`src/rtl/hbp_pkg.sv`:
```
// hbp_pkg: shared constants, codes and types of the huffman bit packer
// depends on nothing; used by the interfaces and imported by every module of the block
package hbp_pkg;

   // table geometry
   localparam int SYMBOLS      = 256;
   localparam int MAX_CODE_LEN = 32;
   localparam int ADDR_W       = $clog2(SYMBOLS);

   // field widths
   localparam int MODE_W   = 2;
   localparam int SYMBOL_W = 8;
   localparam int LEN_W    = 6;
   localparam int CODE_W   = 32;
   localparam int BYTE_W   = 8;

   // stored length never exceeds the code word width
   localparam int EFF_MAX_LEN = (MAX_CODE_LEN < CODE_W) ? MAX_CODE_LEN : CODE_W;

   // merged pending bits plus one code word
   localparam int ACC_W   = CODE_W + BYTE_W;
   localparam int TOTAL_W = $clog2(ACC_W + 1);
   localparam int CNT_W   = $clog2(BYTE_W);

   // request modes
   typedef enum logic [MODE_W-1:0] {
      MODE_LOAD   = 2'd0,
      MODE_ENCODE = 2'd1,
      MODE_FLUSH  = 2'd2
   } hbp_mode_type;

   // result status codes
   localparam logic STATUS_OK   = 1'b0;
   localparam logic STATUS_MISS = 1'b1;

   // one lookup result handed from the table stage to the packer
   typedef struct packed {
      logic              flush;
      logic              hit;
      logic [LEN_W-1:0]  len;
      logic [CODE_W-1:0] code;
   } hbp_lookup_type;

endpackage

```
`src/rtl/hbp_packer.sv`:
```
// hbp_packer: merges code words into the pending byte and drives the result register
// depends on hbp_pkg
module hbp_packer (
   input  logic                        clock,
   input  logic                        reset,
   input  logic                        lk_valid,
   input  hbp_pkg::hbp_lookup_type     lk,
   output logic                        lk_take,
   output logic                        rsp_valid,
   input  logic                        rsp_ready,
   output logic [hbp_pkg::BYTE_W-1:0]  rsp_out_byte,
   output logic                        rsp_status,
   output logic                        rsp_last
);
   import hbp_pkg::*;

   localparam int EMIT_W = 2;

   logic [ACC_W-1:0]   acc_ff, acc_in;
   logic [CNT_W-1:0]   cnt_ff, cnt_in;
   logic [EMIT_W-1:0]  emit_ff, emit_in;
   logic               busy_ff, busy_in;
   logic               out_valid_ff, out_valid_in;
   logic [BYTE_W-1:0]  out_byte_ff, out_byte_in;
   logic               out_status_ff, out_status_in;
   logic               out_last_ff, out_last_in;

   logic               out_free;
   logic [CODE_W-1:0]  mask;
   logic [ACC_W-1:0]   merged;
   logic [TOTAL_W-1:0] total;
   logic [TOTAL_W-4:0] nbytes;

   // merge of the pending bits with the looked-up code word
   always_comb begin
      mask   = CODE_W'(((CODE_W+1)'(1) << lk.len) - (CODE_W+1)'(1));
      merged = (ACC_W'(lk.code & mask) << cnt_ff) | ACC_W'(acc_ff[BYTE_W-1:0]);
      total  = TOTAL_W'(cnt_ff) + TOTAL_W'(lk.len);
      nbytes = total[TOTAL_W-1:3];
   end

   assign out_free = !out_valid_ff || rsp_ready;
   assign lk_take  = lk_valid && !busy_ff && out_free;

   // next state: drain full bytes, else take the next lookup
   always_comb begin
      acc_in        = acc_ff;
      cnt_in        = cnt_ff;
      emit_in       = emit_ff;
      busy_in       = busy_ff;
      out_valid_in  = out_valid_ff && !rsp_ready;
      out_byte_in   = out_byte_ff;
      out_status_in = out_status_ff;
      out_last_in   = out_last_ff;

      if (busy_ff && out_free) begin
         out_valid_in  = 1'b1;
         out_byte_in   = acc_ff[BYTE_W-1:0];
         out_status_in = STATUS_OK;
         out_last_in   = 1'b0;
         acc_in        = acc_ff >> BYTE_W;
         emit_in       = emit_ff - EMIT_W'(1);
         busy_in       = (emit_ff != EMIT_W'(1));
      end else if (lk_take) begin
         if (lk.flush) begin
            // flush sends the partial byte, zero padded
            if (cnt_ff != '0) begin
               out_valid_in  = 1'b1;
               out_byte_in   = acc_ff[BYTE_W-1:0];
               out_status_in = STATUS_OK;
               out_last_in   = 1'b1;
               acc_in        = '0;
               cnt_in        = '0;
            end
         end else if (!lk.hit) begin
            // unknown symbol gives one error result
            out_valid_in  = 1'b1;
            out_byte_in   = '0;
            out_status_in = STATUS_MISS;
            out_last_in   = 1'b0;
         end else begin
            cnt_in = total[CNT_W-1:0];
            if (nbytes != '0) begin
               // first full byte leaves in the same cycle
               out_valid_in  = 1'b1;
               out_byte_in   = merged[BYTE_W-1:0];
               out_status_in = STATUS_OK;
               out_last_in   = 1'b0;
               acc_in        = merged >> BYTE_W;
               emit_in       = EMIT_W'(nbytes - 1'b1);
               busy_in       = (nbytes != (TOTAL_W-3)'(1));
            end else begin
               acc_in = merged;
            end
         end
      end
   end

   // control and pending state
   always_ff @(posedge clock) begin
      if (reset) begin
         acc_ff       <= '0;
         cnt_ff       <= '0;
         emit_ff      <= '0;
         busy_ff      <= 1'b0;
         out_valid_ff <= 1'b0;
      end else begin
         acc_ff       <= acc_in;
         cnt_ff       <= cnt_in;
         emit_ff      <= emit_in;
         busy_ff      <= busy_in;
         out_valid_ff <= out_valid_in;
      end
   end

   // result payload register
   always_ff @(posedge clock) begin
      out_byte_ff   <= out_byte_in;
      out_status_ff <= out_status_in;
      out_last_ff   <= out_last_in;
   end

   assign rsp_valid    = out_valid_ff;
   assign rsp_out_byte = out_byte_ff;
   assign rsp_status   = out_status_ff;
   assign rsp_last     = out_last_ff;

endmodule
```
`config.mk`:
```
export PLATFORM = sky130hd
export DESIGN_NAME = hbp_packer
export DESIGN_NICKNAME = d
export VERILOG_FILES = /design/src/rtl/hbp_pkg.sv /design/src/rtl/hbp_packer.sv
export SDC_FILE = /design/constraint.sdc
export NUM_CORES = 1
export LEC_CHECK = 0
export BUFFER_PORTS_ARGS = -buffer_cell sky130_fd_sc_hd__buf_2
export CELL_PAD_IN_SITES_DETAIL_PLACEMENT = 1
export CELL_PAD_IN_SITES_GLOBAL_PLACEMENT = 2
export CORE_UTILIZATION = 32
export DETAILED_ROUTE_END_ITERATION = 8
export GPL_TIMING_DRIVEN = 1
export PLACE_DENSITY_LB_ADDON = 0.1
export SYNTH_ARGS = -nofsm -noshare
export SYNTH_HDL_FRONTEND = slang
export SYNTH_SLANG_ARGS = --single-unit
```
`constraint.sdc`:
```
create_clock -name clock -period 3.4 [get_ports clock]
set_input_delay 0.17 -clock clock [delete_from_list [all_inputs] [get_ports clock]]
set_output_delay 0.17 -clock clock [all_outputs]
set_load 0.02 [all_outputs]
```
### Yosys cells after proc, flatten, opt, wreduce, memory -nomap -nowiden

Index checks and enable logic that the tools add are counted.

| word-level totals | value |
|---|---|
| register bits | 57 |
| latch bits | 0 |
| RAM bits | 0 |
| memory bits (read-only) | 0 |
| bits of input ports | 44 |
| output and inout port bits | 12 |
| word-level logic and storage cells | 85 |
| memories kept | 0 |

| cells by class | value |
|---|---|
| add/sub/neg operators | 4 |
| multiply operators | 0 |
| div/mod/pow operators | 0 |
| $lt $le $gt $ge | 0 |
| equal/unequal tests | 7 |
| shifts and indexed selects | 2 |
| mux-type cells | 38 |
| bitwise operators | 3 |
| reduce and logical (&&, ||, !) cells | 22 |

Operator list:

| cell | number |
|---|---|
| 2-to-1 mux 40 bit | 4 |
| 2-to-1 mux 32 bit | 2 |
| 2-to-1 mux 8 bit | 6 |
| bitwise OR 40 x 8 -> 40 bit | 1 |
| << shifter 32 x 3 -> 40 bit | 1 |
| AND 32 bit | 1 |
| << shifter 1 x 6 -> 32 bit, first input constant | 1 |
| subtractor 32 x 2 -> 32 bit, second input constant | 1 |
| 2-to-1 mux 1 bit | 18 |
| AND reduction 3 bit | 4 |
| 2-to-1 mux 2 bit | 5 |
| 2-to-1 mux 3 bit | 3 |
| inequality test 3 x 1 -> 1 bit, second input constant | 3 |
| nonzero test 3 bit | 3 |
| AND reduction 4 bit | 2 |
| nonzero test 2 bit | 4 |
| adder 3 x 6 -> 6 bit | 1 |
| inequality test 2 x 1 -> 1 bit, second input constant | 3 |
| logical AND 1 bit | 4 |
| inequality test 4 x 1 -> 1 bit, second input constant | 1 |
| subtractor 2 x 1 -> 2 bit, second input constant | 2 |
| logical NOT 1 bit | 3 |
| OR reduction 2 bit | 1 |
| logical OR 1 bit | 1 |
| NOT 1 bit | 1 |

### Longest topological paths before layout

| logic depth | value |
|---|---|
| word-level depth | 10 |
| gate-level depth with buffers | 14 |
| mapped depth without buffers | 11 |

### Worst setup path after synthesis

OpenSTA, ideal clock, no wires.

| timing path | value |
|---|---|
| path kind | reg-to-reg |
| from | register cnt_ff[0] |
| to | register out_byte_ff[0], in the netlist rsp_out_byte[0] (enable) |
| library setup time | 384 ps |
| arrival | 2784 ps |
| data required time | 3016 ps |
| slack | 232 ps |
| stages on the path, launching flop included | 12 |
| buffers on the path | 2 |
| period minus slack after synthesis | 3168 ps |
| path through | dfxtp_1 > ha_1 > fa_1 > a21oi_1 > nor2b_1 > xnor2_1 > ha_1 > nand3_1 > buf_2 > buf_1 > nor2_1 > o21ai_0 |

| between the ends | value |
|---|---|
| cells in the longest elaborated chain, start to end | 4 |
| elaborated cells on any way between the ends | 6 |
| classes of those cells | 1 x add/sub; 2 x eq/ne; 3 x reduce/logical |

Ends and longest elaborated chain:

| what | line | RTL |
|---|---|---|
| start: declaration | hbp_packer.sv:20 | `logic [CNT_W-1:0] cnt_ff, cnt_in;` |
| start signal: assignment | hbp_packer.sv:109 | `cnt_ff <= cnt_in;` |
| adder 3 x 6 -> 6 bit | hbp_packer.sv:38 | `total = TOTAL_W'(cnt_ff) + TOTAL_W'(lk.len);` |
| nonzero test 3 bit | hbp_packer.sv:83 | `if (nbytes != '0) begin` |
| inequality test 4 x 1 -> 1 bit (no source line) | n/a |  |
| AND reduction 3 bit (no source line) (*) | n/a |  |
| end signal: assignment | hbp_packer.sv:118 | `out_byte_ff <= out_byte_in;` |
| end: declaration | hbp_packer.sv:24 | `logic [BYTE_W-1:0] out_byte_ff, out_byte_in;` |

Every way passes the cells marked *; elsewhere a longest branch is shown, timed or not.
A chain may end at the register's enable or synchronous reset.

### Worst setup path in the final report

| timing path | value |
|---|---|
| from | input port lk[33] (netlist name) |
| to | register acc_ff[22] |

| between the ends | value |
|---|---|
| cells in the longest elaborated chain, start to end | 10 |
| elaborated cells on any way between the ends | 12 |
| classes of those cells | 2 x add/sub; 2 x shift; 5 x mux; 2 x bitwise; 1 x reduce/logical |

Ends and longest elaborated chain:

| what | line | RTL |
|---|---|---|
| start: declaration | hbp_packer.sv:7 | `input hbp_pkg::hbp_lookup_type lk,` |
| << shifter 1 x 6 -> 32 bit | hbp_packer.sv:36 | `mask = CODE_W'(((CODE_W+1)'(1) << lk.len) - (CODE_W+1)'(1));` |
| subtractor 32 x 2 -> 32 bit | hbp_packer.sv:36 |  |
| AND 32 bit | hbp_packer.sv:37 | `merged = (ACC_W'(lk.code & mask) << cnt_ff) \| ACC_W'(acc_ff[BYTE_W-1:0]);` |
| << shifter 32 x 3 -> 40 bit | hbp_packer.sv:37 |  |
| bitwise OR 40 x 8 -> 40 bit | hbp_packer.sv:37 |  |
| 2-to-1 mux 40 bit (*) | hbp_packer.sv:83 |  |
| 2-to-1 mux 40 bit (*) | hbp_packer.sv:75 | `end else if (!lk.hit) begin` |
| 2-to-1 mux 40 bit (*) | hbp_packer.sv:65 | `if (lk.flush) begin` |
| 2-to-1 mux 32 bit (*) | hbp_packer.sv:64 | `end else if (lk_take) begin` |
| 2-to-1 mux 32 bit (*) | hbp_packer.sv:56 | `if (busy_ff && out_free) begin` |
| end signal: assignment | hbp_packer.sv:108 | `acc_ff <= acc_in;` |
| end: declaration | hbp_packer.sv:19 | `logic [ACC_W-1:0] acc_ff, acc_in;` |

Every way passes the cells marked *; elsewhere a longest branch is shown, timed or not. The select of a mux whose other input is x is not followed.

==> Flow_metrics.wiki <==
{| class="wikitable"
! Metric !! Value
|-
| Result of the run || complete, no violations
|-
| TritonCTS clock tree || yes
|-
| Setup repair after global routing missed its margin || no
|-
| Number of distinct standard cells referenced by the synthesized netlist || 86
|-
| Number of fill cells || 2091
|-
| Layout cell share with drive strength beyond 1 || 17.9%
|-
| Pre-antenna DRT Iters || 5
|-
| Total area of sequential cells || 1200 um2
|-
| Most area-hungry cell type in the Yosys netlist || sky130_fd_sc_hd__dfxtp_1
|-
| Post-Place Cells || 979
|-
| Inserted Diodes || 0
|-
| Max capacitance violation total || 0
|-
| Cell area power density || 344 nW/um2
|-
| Synth async-reset ratio || 0%
|-
| Antenna violations before repair || 0
|-
| Number of storage elements in the synthesis netlist || 56
|-
| DRC violations left || 0
|-
| TritonCTS Buffers || 5
|-
| HP Class || input port to flop
|-
| Maximum number of pins on one net before global-route repair || 49
|-
| Slew Limit Headroom || 42.9%
|-
| Maximum frequency from static timing analysis || 329 MHz
|-
| Category of the worst setup path capture point || flop
|-
| Worst Max-Slew Pin Slew || 0.845 ns
|-
| Total Die Area || 17500 um2
|-
| Buffers inserted by post-CTS timing repair || 0
|-
| Chip height || 132 um
|-
| P_leak || 2.23 nW
|-
| Crit share post-route || 89.5%
|-
| Startpoint type of the worst setup path || input port
|-
| Syn avg cell area || 7.44 um2
|-
| Peak supply drop || 0.221 mV
|-
| Multi-input combinational cell area || 3880 um2
|-
| Clock Tree Root || sky130_fd_sc_hd__clkbuf_16
|-
| Worst-path fanout max || 10
|-
| Fin. max-slew vios || 0
|-
| Post-cts gate resize count || 0
|-
| Sequential fraction of the synthesis area || 22.1%
|-
| Hold Vio Cnt, Final || 0
|-
| Hold Buf Count CTS || 0
|-
| Synth Instances || 731
|-
| Worst hold slack after final layout || 0.287 ns
|-
| Arr. time, crit path || 3.23 ns
|-
| Predominant post-synthesis flop cell || sky130_fd_sc_hd__dfxtp_1
|-
| Dpl ws || 0.0698 ns
|-
| Global placement routability congestion || 0.850
|-
| Required time of the critical path || 3.59 ns
|-
| Total wire length after detailed routing || 22.9 mm
|-
| Total core area || 16600 um2
|-
| I/O pin cnt || 56
|-
| Final standard cell count with taps included and fillers excluded || 987
|-
| Period minus WS final || 3.04 ns
|-
| H-tree level count || 2
|-
| Post-detailed-route via-to-cell ratio || 6.13
|-
| Cells taking the most area after synthesis || sky130_fd_sc_hd__dfxtp_1, sky130_fd_sc_hd__nor2_1, sky130_fd_sc_hd__nand2_1
|-
| Overall track demand over capacity in global routing || 26.0%
|-
| Total via count in the routed design || 6054
|-
| Global route overflow || 0
|-
| Area share of the largest cell type after synthesis || 17.7%
|-
| Worst skew pair latency || 0.30 ns
|-
| Final setup violation count || 0
|-
| Max Root-Sink Buffers || 2
|-
| Total Negative Setup Slacks || 0 ns
|-
| Clock transition at the registers of the reported paths || 0.07 ns
|-
| CTS Sinks || 56
|-
| Count of routing violations after the opening detailed-route iteration || 438
|-
| Worst Setup Path Type || input port to flop
|-
| Number of port buffers || 55
|-
| Starting density of the core || 32.8%
|-
| Synthesized netlist net count || 783
|-
| Final antenna-violating net count || 0
|-
| Final Skew || 0.00495 ns
|-
| Synthesis-to-finish area growth || 13.1%
|-
| Layout net count || 818
|-
| Std cell rows || 47
|-
| Horiz. Die Dim || 132 um
|-
| Global-route wire length before repair || 35.7 mm
|-
| Via count of the first global-routing pass || 6056
|-
| HPWL Detailed || 17.4 mm
|-
| PnR worst setup slack || 0.358 ns
|-
| Post-synthesis instance area || 5440 um2
|-
| Routed length per instance || 23.2 um
|-
| Yosys synthesis warning count || 0
|-
| Count of flip-flops with a built-in enable after synthesis || 8
|}
## per-layer routing
layer	track usage, %	routed length, um	vias up
li1	-	-	2889
met1	35.4	10700	2974
met2	44.4	10800	166
met3	2.54	987	25
met4	5.36	412	0
met5	0	0	-
## logic make-up (layout without fill, tap and decap cells)
family	Yosys count	count (layout)	synth area share, %
XOR/XNOR	8	8	1.29
flip-flops	56	56	22.1
AND/OR/NAND/NOR	262	262	24.5
AO/OA/AOI/OAI	294	294	38.8
adder cells (fa/ha/maj)	8	8	1.98
buffers and inverters	84	120	6.61
multiplexers	19	19	4.72
## critical path: stages
cell and delay (ns):
sky130_fd_sc_hd__buf_2 0.19, sky130_fd_sc_hd__nor2_1 0.42, sky130_fd_sc_hd__nand3_1 0.15, sky130_fd_sc_hd__ha_1 0.31, sky130_fd_sc_hd__buf_4 0.21, sky130_fd_sc_hd__o31ai_1 0.13
sky130_fd_sc_hd__mux2i_1 0.46, sky130_fd_sc_hd__nand2_1 0.16, sky130_fd_sc_hd__o21ai_0 0.35, sky130_fd_sc_hd__mux2i_1 0.26, sky130_fd_sc_hd__a311o_1 0.40
## synth_stat cells (12+ instances only)
cell and n:
sky130_fd_sc_hd__a311oi_1 13, sky130_fd_sc_hd__a31oi_1 19, sky130_fd_sc_hd__nor3_1 15, sky130_fd_sc_hd__and3_1 12, sky130_fd_sc_hd__nand2b_1 13, sky130_fd_sc_hd__a211oi_1 22, sky130_fd_sc_hd__o211ai_1 17, sky130_fd_sc_hd__a21oi_1 53
sky130_fd_sc_hd__nor2_1 74, sky130_fd_sc_hd__nand3_1 20, sky130_fd_sc_hd__nand2_1 71, sky130_fd_sc_hd__o21ai_0 40, sky130_fd_sc_hd__clkbuf_1 43, sky130_fd_sc_hd__buf_2 17, sky130_fd_sc_hd__inv_1 12, sky130_fd_sc_hd__dfxtp_1 48
## stage by stage
stage | cell area [um2] | total power, mW | util (%)
final | 6150 | 2.11 | 37.1
after detailed placement | 6010 | 1.60 | 36.3
after global routing | 6150 | 2.23 | 37.1
after CTS | 6150 | 2.13 | 37.1
after global placement | 6010 | 1.59 | 36.3
after floorplan | 5440 | 1.31 | -
## state kept, by name, summed over array words and instances (netlist names)
| signal | count |
|---|---|
| acc_ff | 39 |
| rsp_last | 1 |
| rsp_out_byte | 8 |
| rsp_status | 1 |
| emit_ff | 2 |
| rsp_valid | 1 |
| busy_ff | 1 |
| cnt_ff | 3 |
## layout make-up
class	count	area share, %
Sequential cell	56	19.6
Timing Repair Buffer	99	9.85
Inverter	13	0.793
Multi-Input combinational cell	591	63.1
Tap cell	220	4.48
Clock inverter	1	0.0610
Clock buffer	7	2.16
## where the power goes
part | internal, mW | switching [mW] | leakage (nW)
clock | 0.273 | 0.246 | 0.0655
combinational | 0.299 | 0.527 | 1.69
sequential | 0.735 | 0.0330 | 0.472
## path summary, 6_finish.rpt
kind	end	depth (start not counted)	startpoint	slack, ns
setup / recovery	acc_ff[22]	11	lk[33]	0.36
hold / removal	rsp_last	3	lk[39]	0.29
setup reg to reg	acc_ff[22]	9	cnt_ff[0]	0.46
hold reg to reg	acc_ff[36]	2	acc_ff[36]	0.47
## cells in the final DEF (no fill, tap or decap), types with 5 or more instances in the layout
cell type	synthesis	layout
sky130_fd_sc_hd__edfxtp_1	8	8
sky130_fd_sc_hd__a32oi_1	7	7
sky130_fd_sc_hd__a31oi_1	19	19
sky130_fd_sc_hd__xnor2_1	7	7
sky130_fd_sc_hd__nand2b_1	13	13
sky130_fd_sc_hd__dfxtp_1	48	46
sky130_fd_sc_hd__inv_1	12	12
sky130_fd_sc_hd__and2_1	8	8
sky130_fd_sc_hd__mux4_2	5	5
sky130_fd_sc_hd__a211o_1	8	8
sky130_fd_sc_hd__buf_2	17	55
sky130_fd_sc_hd__or3_1	10	10
sky130_fd_sc_hd__ha_1	7	7
sky130_fd_sc_hd__o21a_1	7	7
sky130_fd_sc_hd__o221ai_1	7	7
sky130_fd_sc_hd__clkbuf_16	0	5
sky130_fd_sc_hd__buf_4	4	44
sky130_fd_sc_hd__nand3_1	20	20
sky130_fd_sc_hd__o211ai_1	17	17
sky130_fd_sc_hd__a21o_1	6	6
sky130_fd_sc_hd__nor2_1	74	74
sky130_fd_sc_hd__a21oi_1	53	53
sky130_fd_sc_hd__a311oi_1	13	13
sky130_fd_sc_hd__mux2i_1	11	11
sky130_fd_sc_hd__nor3_1	15	15
sky130_fd_sc_hd__a211oi_1	22	22
sky130_fd_sc_hd__a22oi_1	11	11
sky130_fd_sc_hd__o31ai_1	9	9
sky130_fd_sc_hd__nor2b_1	7	7
sky130_fd_sc_hd__o22ai_1	11	11
sky130_fd_sc_hd__and3_1	12	12
sky130_fd_sc_hd__o21ai_0	40	40
sky130_fd_sc_hd__nand2_1	71	71
sky130_fd_sc_hd__a221oi_1	10	10
Note: power is estimated with default switching activity, not from simulation.
